--- src/sv/fpt_pkg.sv ---
package fpt_pkg;

  localparam int IDX_W   = 9;
  localparam int VA_W    = 48;
  localparam int PA_W    = 52;
  localparam int ENTRY_W = 64;
  localparam int FADDR_W = 40;   // frame address, bits 51:12

  localparam logic [1:0] OP_MAP   = 2'd0;
  localparam logic [1:0] OP_UNMAP = 2'd1;
  localparam logic [1:0] OP_XLATE = 2'd2;

  localparam logic [1:0] ST_OK        = 2'd0;
  localparam logic [1:0] ST_EXHAUSTED = 2'd1;
  localparam logic [1:0] ST_NOMAP     = 2'd2;

  localparam logic [1:0] LVL_LEAF = 2'd3;

  typedef enum logic [2:0] {
    S_INIT, S_IDLE, S_RD, S_EVAL, S_CLR, S_DONE
  } state_t;

  typedef enum logic [2:0] {
    RES_ZERO, RES_VA, RES_PHYS, RES_EXH, RES_NOMAP
  } res_kind_t;

  typedef struct packed {
    logic      take;      // request side ready
    logic      rd;        // read entry of current level
    logic      alloc;     // link next free frame into current entry
    logic      follow;    // descend through a valid link
    logic      clr_wr;    // zero one entry of the current frame
    logic      step;      // descend after a clear
    logic      leaf_wr;   // write leaf entry
    logic      set_res;
    res_kind_t res_kind;
    logic      out_load;
  } cmd_t;

  typedef struct packed {
    logic       in_valid;
    logic [1:0] op;
    logic       last;
    logic       present;
    logic       link_ok;
    logic       pool_full;
    logic       clr_last;
    logic       out_free;
  } stat_t;

endpackage

--- src/sv/fpt_ctrl.sv ---
module fpt_ctrl (
  input  logic           clk,
  input  logic           rst,
  input  fpt_pkg::stat_t st,
  output fpt_pkg::cmd_t  cmd
);
  import fpt_pkg::*;

  state_t state, state_next;

  always_ff @(posedge clk) begin
    if (rst) begin
      state <= S_INIT;
    end else begin
      state <= state_next;
    end
  end

  always_comb begin
    state_next = state;
    case (state)
      S_INIT: if (st.clr_last) state_next = S_IDLE;
      S_IDLE: if (st.in_valid) state_next = S_RD;
      S_RD:   state_next = S_EVAL;
      S_EVAL: begin
        if (st.op == OP_MAP && !st.last && !st.present && !st.pool_full) begin
          state_next = S_CLR;
        end else if (st.op != OP_MAP && st.op != OP_UNMAP && st.op != OP_XLATE) begin
          state_next = S_DONE;
        end else if (!st.last && st.link_ok) begin
          state_next = S_RD;
        end else begin
          state_next = S_DONE;
        end
      end
      S_CLR:  if (st.clr_last) state_next = S_RD;
      S_DONE: if (st.out_free) state_next = S_IDLE;
      default: state_next = S_INIT;
    endcase
  end

  always_comb begin
    cmd = '0;
    cmd.res_kind = RES_ZERO;
    case (state)
      S_INIT: cmd.clr_wr = 1'b1;
      S_IDLE: cmd.take = 1'b1;
      S_RD:   cmd.rd = 1'b1;
      S_EVAL: begin
        if (st.op != OP_MAP && st.op != OP_UNMAP && st.op != OP_XLATE) begin
          cmd.set_res = 1'b1;
        end else if (!st.last) begin
          if (st.op == OP_MAP && !st.present) begin
            if (st.pool_full) begin
              cmd.set_res  = 1'b1;
              cmd.res_kind = RES_EXH;
            end else begin
              cmd.alloc = 1'b1;
            end
          end else if (st.link_ok) begin
            cmd.follow = 1'b1;
          end else begin
            cmd.set_res  = 1'b1;
            cmd.res_kind = (st.op == OP_MAP) ? RES_EXH : RES_NOMAP;
          end
        end else begin
          cmd.set_res = 1'b1;
          case (st.op)
            OP_MAP: begin
              cmd.leaf_wr  = 1'b1;
              cmd.res_kind = RES_VA;
            end
            OP_UNMAP: begin
              cmd.leaf_wr  = 1'b1;
              cmd.res_kind = st.present ? RES_ZERO : RES_NOMAP;
            end
            OP_XLATE: cmd.res_kind = st.present ? RES_PHYS : RES_NOMAP;
            default:  cmd.res_kind = RES_ZERO;
          endcase
        end
      end
      S_CLR: begin
        cmd.clr_wr = 1'b1;
        cmd.step   = st.clr_last;
      end
      S_DONE: cmd.out_load = st.out_free;
      default: ;
    endcase
  end
endmodule

--- config.mk ---
export PLATFORM = sky130hd
export DESIGN_NAME = fpt_ctrl
export DESIGN_NICKNAME = d
export VERILOG_FILES = /design/src/sv/fpt_pkg.sv /design/src/sv/fpt_ctrl.sv
export SDC_FILE = /design/constraint.sdc
export NUM_CORES = 1
export LEC_CHECK = 0
export BUFFER_PORTS_ARGS = -buffer_cell sky130_fd_sc_hd__buf_2
export CAP_MARGIN = 20
export CORE_AREA = 2 2 39 41
export DETAILED_ROUTE_END_ITERATION = 8
export DIE_AREA = 0 0 41 43
export GPL_TIMING_DRIVEN = 0
export MAX_ROUTING_LAYER = met4
export PLACE_DENSITY = 0.69
export SLEW_MARGIN = 15
export SYNTH_ARGS = -nofsm -noshare
export SYNTH_HDL_FRONTEND = slang
export SYNTH_SLANG_ARGS = --single-unit
--- constraint.sdc ---
create_clock -name clk -period 3.5 [get_ports clk]
set_input_delay 0.35 -clock clk [delete_from_list [all_inputs] [get_ports clk]]
set_output_delay 0.35 -clock clk [all_outputs]
set_load 0.01 [all_outputs]
=== Word level (Yosys, flattened, before mapping) ===
Cells that the tools add are included.

* Bits in registers: 3
* Input port bits: 11
* Output and inout bits: 12
* Logic and storage cells: 64

* Equal/unequal tests: 13
* Muxes and demuxes: 34
* Reductions and logical operators: 16

{| class="wikitable"
|+ Operators with widths
! cell !! count
|-
| two-way mux 3 bit || 11
|-
| case mux 3 bit (6 select lines) || 1
|-
| two-way mux 4 bit || 4
|-
| two-way mux 1 bit || 13
|-
| != test 2 bit (second input constant) || 5
|-
| case mux 3 bit (3 select lines) || 1
|-
| logical AND 1 bit || 7
|-
| equality test 3 x 2 -> 1 bit (second input constant) || 2
|-
| equality test 3 bit (second input constant) || 2
|-
| two-way mux 2 bit || 3
|-
| two-way mux 5 bit || 1
|-
| AND reduction 4 bit || 1
|-
| OR reduction 2 bit || 2
|-
| equality test 3 x 1 -> 1 bit (second input constant) || 1
|-
| logical NOT 1 bit || 3
|-
| logical NOT 3 bit || 1
|-
| equality test 2 x 1 -> 1 bit (second input constant) || 1
|-
| equality test 2 bit (second input constant) || 1
|-
| logical NOT 2 bit || 1
|-
| != test 2 x 1 -> 1 bit (second input constant) || 1
|-
| nonzero test 2 bit || 1
|}

=== Logic depth before layout (Yosys ltp) ===
Gate-level depths: netlist of run 1.

* Depth after elaboration: 7
* Mapped depth: 5

=== Worst setup path before layout of run 1 ===
No wires, ideal clock.

* Path type: flip-flop to output port
* From: register state[2]
* To: output port cmd[3] (netlist name)
* Arrival: 1.318 ns
* Data required time: 3.150 ns
* Slack: 1.832 ns
* Stages on the path, launching flop included: 4
* Cell sequence: dfxtp_1 buf_2 nand3b_4 a2111oi_0

{| class="wikitable"
|+ RTL lines
! what !! RTL line !! RTL
|-
| from (decl) || fpt_ctrl.sv:9 || <nowiki>state_t state, state_next;</nowiki>
|-
| from (signal assigned) || fpt_ctrl.sv:15 || <nowiki>state <= state_next;</nowiki>
|-
| to (decl) || fpt_ctrl.sv:5 || <nowiki>output fpt_pkg::cmd_t cmd</nowiki>
|}

==> results.yml, run 1 <==
outcome:
  outcome: "complete, no violations"
timing:
  min_period_over_period: 0.5510
  fin_ws_ns: 1.571
  final_max_slew_viol_count: 0
  worstMarginPinSlew_ns: 0.4055
  rsz0062_at_grt: "no"
  finalSetupViolCount: 0
  max-slew-margin-rel: 0.7226
  hold_viol: 0
  skew_ns: 0.004742
  tns_ns: 0
  maxClockFrequency_mhz: 518.5
  post-route-min-period_ns: 1.929
floorplanning:
  pin_count: 23
  die-area_um2: 1763
  floorplan.rows: 14
  start_util: 0.3146
  die_height_um: 43
  core-area_um2: 1384
  die_width_um: 41
layout:
  diodes: 0
  registers.top_by_ff_count: "state"
  regs_by_ff_count: "state: 3 flops"
  proportion_of_layout_cells_with_a_drive_suffix_above_1: 0.3976
  design.final.nets: 95
  areaGrowthSynthToFinish_pct: 33.62
  layoutNonFillerInstCount: 99
  flip_flop_count_of_the_largest_register_after_layout: 3
hold_path:
  worstHoldPathType: "in -> reg"
clock_tree:
  post_cts_hold_buffer_count: 0
  post-cts-setup-buffer-count: 0
  tritoncts: "yes"
  clock_sink_count: 3
  htreeDepth: 1
  numCtsBuffers: 3
  insertion_delay_ns: 0.24
  cts-resized-gates: 0
  cts.root.buffer_cell: "sky130_fd_sc_hd__clkbuf_4"
  clk_pin_slew_worst_paths_ns: 0.04
  cts.path.max_buffers: 2
logic_synthesis:
  synth_seq_area_share: 0.1379
  postSynthAreaPerCell_um2: 7.380
  ys_ff_latch: 3
  syn-instance-count: 59
  synth.lib_cells_used.distinct: 32
  syn_area_um2: 435.4
  synth_nets: 70
  yosysTopAreaCellShare: 0.1379
  synth-edff-count: 0
  synth-async-reset-ratio: 0
  synthDominantAreaCellType: "sky130_fd_sc_hd__dfxtp_1"
  top_cells_by_instance_count_after_synthesis: "7 x sky130_fd_sc_hd__nor3_1, 5 x sky130_fd_sc_hd__a21oi_1"
  yosys_warnings: 0
  post-synth-top-count-cell: "sky130_fd_sc_hd__nor3_1"
  synth.area.top_cells: "sky130_fd_sc_hd__dfxtp_1 14%, sky130_fd_sc_hd__nor3_1 8.0%, sky130_fd_sc_hd__a21oi_1 5.7%"
  dominantRegCellSynth: "sky130_fd_sc_hd__dfxtp_1"
global_route:
  grt_overflow: 0
  grt_antenna_before_repair: 0
  grt_start_max_net_pins: 11
  via_count_of_the_first_global_routing_pass: 421
  global_route_wire_length_before_repair_um: 1752
  grt.total_usage: 0.1489
detailed_routing:
  via_count: 539
  drcViolationCount: 0
  firstDrtPassIters: 4
  avgRoutedWirePerCell_um: 11.64
  detail_route.iter0.violations: 18
  final_antenna_net_count: 0
  via_per_inst: 5.444
  wirelength_um: 1152
place:
  post-place-ws_ns: 1.776
  portBuffers: 20
  post-place-cells: 95
  place_congestion: 0.8270
  dpl.hpwl_um: 891.8
critical_path:
  timing.critical_path.slowest_cell_delay_ns: 0.44
  start_kind: "register"
  worst_path_max_delay_cell: "sky130_fd_sc_hd__a2111oi_0"
  path_common_cell: "sky130_fd_sc_hd__buf_2"
  critPathArrivalTime_ns: 1.58
  critPathKind: "reg -> out"
  endpoint_kind: "output port"
  cp_cell_sequence: "buf_2 -> nand3b_4 -> a2111oi_0 -> buf_2"
  worst-path-max-fanout: 10
  crit_required_ns: 3.15
pwr:
  leakage_uw: 0.0002988
  cell_internal_pwr_uw: 130.7
  seq_power_share: 0.225
  switchingPower_uw: 75.80
  power_density_nw_per_um2: 354.9
  switching_share: 0.3672
  ir_drop_mv: 0.1284
  clkPwrFrac: 0.298
  share_comb_of_total_power: 0.478
run:
  max_cap_violations: 0
[routing by layer]
layer	up-vias	part of all wire	GRT usage
met5	-	0	-
li1	273	-	-
met1	251	0.44	0.1917
met4	0	0.0069	0.1000
met3	2	0.030	0.01571
met2	13	0.52	0.2094
[worst paths after layout]
path | startpoint | slack, ns | to | depth (start not counted)
worst max register to register | state[2] | 2.21 | state[2] | 4
worst min register to register | state[0] | 0.64 | state[1] | 2
worst max-delay path | state[2] | 1.57 | cmd[3] | 4
worst min-delay path | rst | 0.30 | state[0] | 2
[placed cells by master (no fill, tap or decap), drive strengths merged, types with 2 or more instances in the layout]
cell type  synthesis  layout
buf                6      26
inv                3       3
clkbuf             0       4
a21oi              5       5
o21ai              2       2
o21a               2       2
nand3              3       3
a211oi             2       2
nor2               3       3
dfxtp              3       3
nand2              2       2
nor3b              2       2
nor3               7       7
a2111oi            2       2
[per-stage QoR]
stage                     power, µW  hold WS (ns)  area, µm²  utilization
after floorplan               118.5        0.4191      435.4            -
after global placement        143.6        0.5487      555.5       0.4014
after detailed placement      145.8        0.5396      555.5       0.4014
after CTS                     207.5        0.2984      581.8       0.4204
after global routing          223.2        0.3027      581.8       0.4204
final                         206.5        0.3021      581.8       0.4204
[cell families after synthesis]
group,share of synthesized area
buf+inv,0.1293
mux,0.02586
simple gates,0.3879
xor+xnor,0.02012
compound gates,0.2989
flops,0.1379
[power groups by stage]
stage	combinational, µW	sequential, µW	clock (µW)
after CTS	99.3	46.4	61.9
final	98.7	46.4	61.4
after global routing	109	47.6	66.8
after floorplan	72.9	45.6	0
after global placement	97.5	46.1	0
after detailed placement	98.9	46.9	0
[critical path, delay by kind of cell, from the launching register on]
| family | cells | cell delay (ns) |
|---|---|---|
| flip-flops | 1 | 0.31 |
| AND/OR/NAND/NOR | 1 | 0.21 |
| AO/OA/AOI/OAI | 1 | 0.44 |
| buffers and inverters | 2 | 0.38 |
[cell type report]
| cell class | count | area, µm² |
|---|---|---|
| clock buffer | 4 | 26.28 |
| sequential | 3 | 60.06 |
| inverter | 3 | 11.26 |
| tap | 16 | 20.02 |
| buffer | 6 | 45.04 |
| timing repair buffer | 20 | 100.1 |
| fill | 159 | 802.0 |
| multi-input combinational | 47 | 319.1 |
Note: power is estimated with default switching activity, not from simulation.
==> run 2, diff against run 1 <==
- ABC_AREA: unset -> 1
- PLACE_DENSITY: 0.69 -> 0.68
- clock period: 3.5 -> 1.5 ns (I/O delays scaled with it)
==> results.yml, run 2 <==
timing:
  min_period_over_period: 0.9308
  post-route-min-period_ns: 1.396
  final_max_slew_viol_count: 0
  hold_slack_ns: 0.1010
  max-slew-margin-rel: 0.8686
  finalSetupViolCount: 0
  worstMarginPinSlew_ns: 0.1952
  hold_viol: 0
  skew_ns: 0.0004133
  maxClockFrequency_mhz: 716.2
logic_synthesis:
  synth.area.top_cells: "sky130_fd_sc_hd__inv_1 17%, sky130_fd_sc_hd__nand2_1 17%, sky130_fd_sc_hd__dfxtp_1 15%"
  top_cells_by_instance_count_after_synthesis: "18 x sky130_fd_sc_hd__inv_1, 18 x sky130_fd_sc_hd__nand2_1, 9 x sky130_fd_sc_hd__nor2_1, 4 x sky130_fd_sc_hd__nand3_1"
  syn_area_um2: 392.9
  postSynthAreaPerCell_um2: 5.457
  yosysTopAreaCellShare: 0.1720
  ys_ff_latch: 3
  synth.lib_cells_used.distinct: 18
  synth-async-reset-ratio: 0
  syn-instance-count: 72
  synth-edff-count: 0
  dominantRegCellSynth: "sky130_fd_sc_hd__dfxtp_1"
  yosys_warnings: 0
  synth_seq_area_share: 0.1529
  synth_nets: 83
  synthDominantAreaCellType: "sky130_fd_sc_hd__inv_1"
place:
  place_congestion: 0.6947
  postPlaceCellArea_um2: 523.0
  dpl.hpwl_um: 805.2
  portBuffers: 22
  post-place-cells: 110
detailed_routing:
  avgRoutedWirePerCell_um: 8.139
  wirelength_um: 936
  final_antenna_net_count: 0
  via_count: 511
  firstDrtPassIters: 3
  drcViolationCount: 0
  via_per_inst: 4.443
  detail_route.iter0.violations: 9
hold_path:
  worstHoldPathType: "in -> reg"
layout:
  proportion_of_layout_cells_with_a_drive_suffix_above_1: 0.3838
  layout.cells.most_common: "sky130_fd_sc_hd__buf_2"
  layoutNonFillerInstCount: 115
  registers.top_by_ff_count: "state"
  flip_flop_count_of_the_largest_register_after_layout: 3
  areaGrowthSynthToFinish_pct: 45.86
  diodes: 0
  regs_by_ff_count: "state: 3 flops"
  most_frequent_cells_in_the_layout: "22 x sky130_fd_sc_hd__buf_2, 18 x sky130_fd_sc_hd__inv_1, 17 x sky130_fd_sc_hd__nand2_1, 9 x sky130_fd_sc_hd__nor2_1, 4 x sky130_fd_sc_hd__nand3_1"
  design.final.nets: 111
  design_area_um2: 573.1
pwr:
  power_density_nw_per_um2: 804.4
  leakage_uw: 0.0003435
  post-layout-total-power_uw: 461.0
  ir_drop_mv: 0.3963
clock_tree:
  numCtsBuffers: 3
  post_cts_hold_buffer_count: 0
  insertion_delay_ns: 0.23
  clock_sink_count: 3
  htreeDepth: 1
  tritoncts: "yes"
  cts.root.buffer_cell: "sky130_fd_sc_hd__clkbuf_4"
  clk_pin_slew_worst_paths_ns: 0.04
  cts.path.max_buffers: 2
floorplanning:
  start_util: 0.2839
  floorplan.rows: 14
  die_width_um: 41
  pin_count: 23
  die_height_um: 43
  core-area_um2: 1384
  die-area_um2: 1763
critical_path:
  timing.critical_path.max_delay_family: "simple AND/OR/NAND/NOR gates"
  start_kind: "register"
  cp_num_buf_inv: 1
  critPathKind: "reg -> out"
  critPathArrivalTime_ns: 1.25
  worst-path-max-fanout: 6
  endpoint_kind: "output port"
  timing.critical_path.slowest_cell_delay_ns: 0.37
  cp_cell_sequence: "nand2_2 -> nor2_4 -> nand2_1 -> nor3_2 -> buf_2"
  crit_required_ns: 1.35
  worst_path_max_delay_cell: "sky130_fd_sc_hd__dfxtp_4"
global_route:
  grt_overflow: 0
  via_count_of_the_first_global_routing_pass: 392
  grt.total_usage: 0.1160
  grt_antenna_before_repair: 0
  grt_start_max_net_pins: 8
  global_route_wire_length_before_repair_um: 1393
run:
  max_cap_violations: 0
outcome:
  outcome: "complete, no violations"
run 2: cell types whose count changed after synthesis, moves of 3 or more:
cell / delta
sky130_fd_sc_hd__nand2_1: +16
sky130_fd_sc_hd__buf_2: -3
sky130_fd_sc_hd__nor2_1: +6
sky130_fd_sc_hd__inv_1: +15
sky130_fd_sc_hd__nor3_1: -6
run 2: final cells by class:
class | count | area (µm²)
multi-input cells | 51 | 272.8
clock buffers | 4 | 26.28
inverters | 18 | 67.56
well taps | 16 | 20.02
fillers | 158 | 810.8
flip-flops and latches | 3 | 68.82
repair buffers | 23 | 117.6
run 2: worst paths after layout:
check             end  slack [ns]      from  depth (start not counted)
max reg2reg  state[1]        0.43  state[1]                          7
min          state[0]        0.10       rst                          2
max            cmd[1]        0.10  state[1]                          5
min reg2reg  state[2]        0.51  state[2]                          2
run 2: worst reg2reg max path: cells and delay by family, from the launching register on:
kind / cells / cell delay, ns
buffers and inverters: 1 / 0.12
DFF: 1 / 0.37
and+or+nand+nor: 6 / 0.51
run 2: per-layer routing:
metal,track usage,wire length (µm),up-vias
met3,0.01571,41,0
met2,0.2031,494,14
met5,-,0,-
li1,-,-,281
met4,0.06000,0,0
met1,0.1150,400,216
run 2: power breakdown:
group          internal, µW  switching, µW  total, µW
Clock                  99.5           38.7        138
Combinational          81.7            120        202
Sequential             98.2           22.6        121
Total                   279            182        461
run 2: kinds of logic (layout without fill, tap and decap cells):
logic type | count (synthesis) | after routing | synth area share
compound gates | 8 | 8 | 0.1242
buf+inv | 18 | 45 | 0.1720
simple gates | 43 | 43 | 0.5509
flops | 3 | 3 | 0.1529
run 2: repair_timing:
item | in CTS | in global routing
endpoints found under the setup margin | 5 | 7
pin swaps | 0 | 1
resized for setup | 2 | 5
buffers inserted | 0 | 1
run 2: stage by stage:
| stage | utilization | worst slack [ns] | setup TNS, ns |
|---|---|---|---|
| detailed placement | 0.3779 | 0.1850 | 0 |
| global route | 0.4141 | -0.002214 | -0.002214 |
| global placement | 0.3779 | 0.1936 | 0 |
| CTS | 0.3987 | 0.01316 | 0 |
| floorplan | - | 0.3654 | 0 |
| finish | 0.4141 | 0.1038 | 0 |
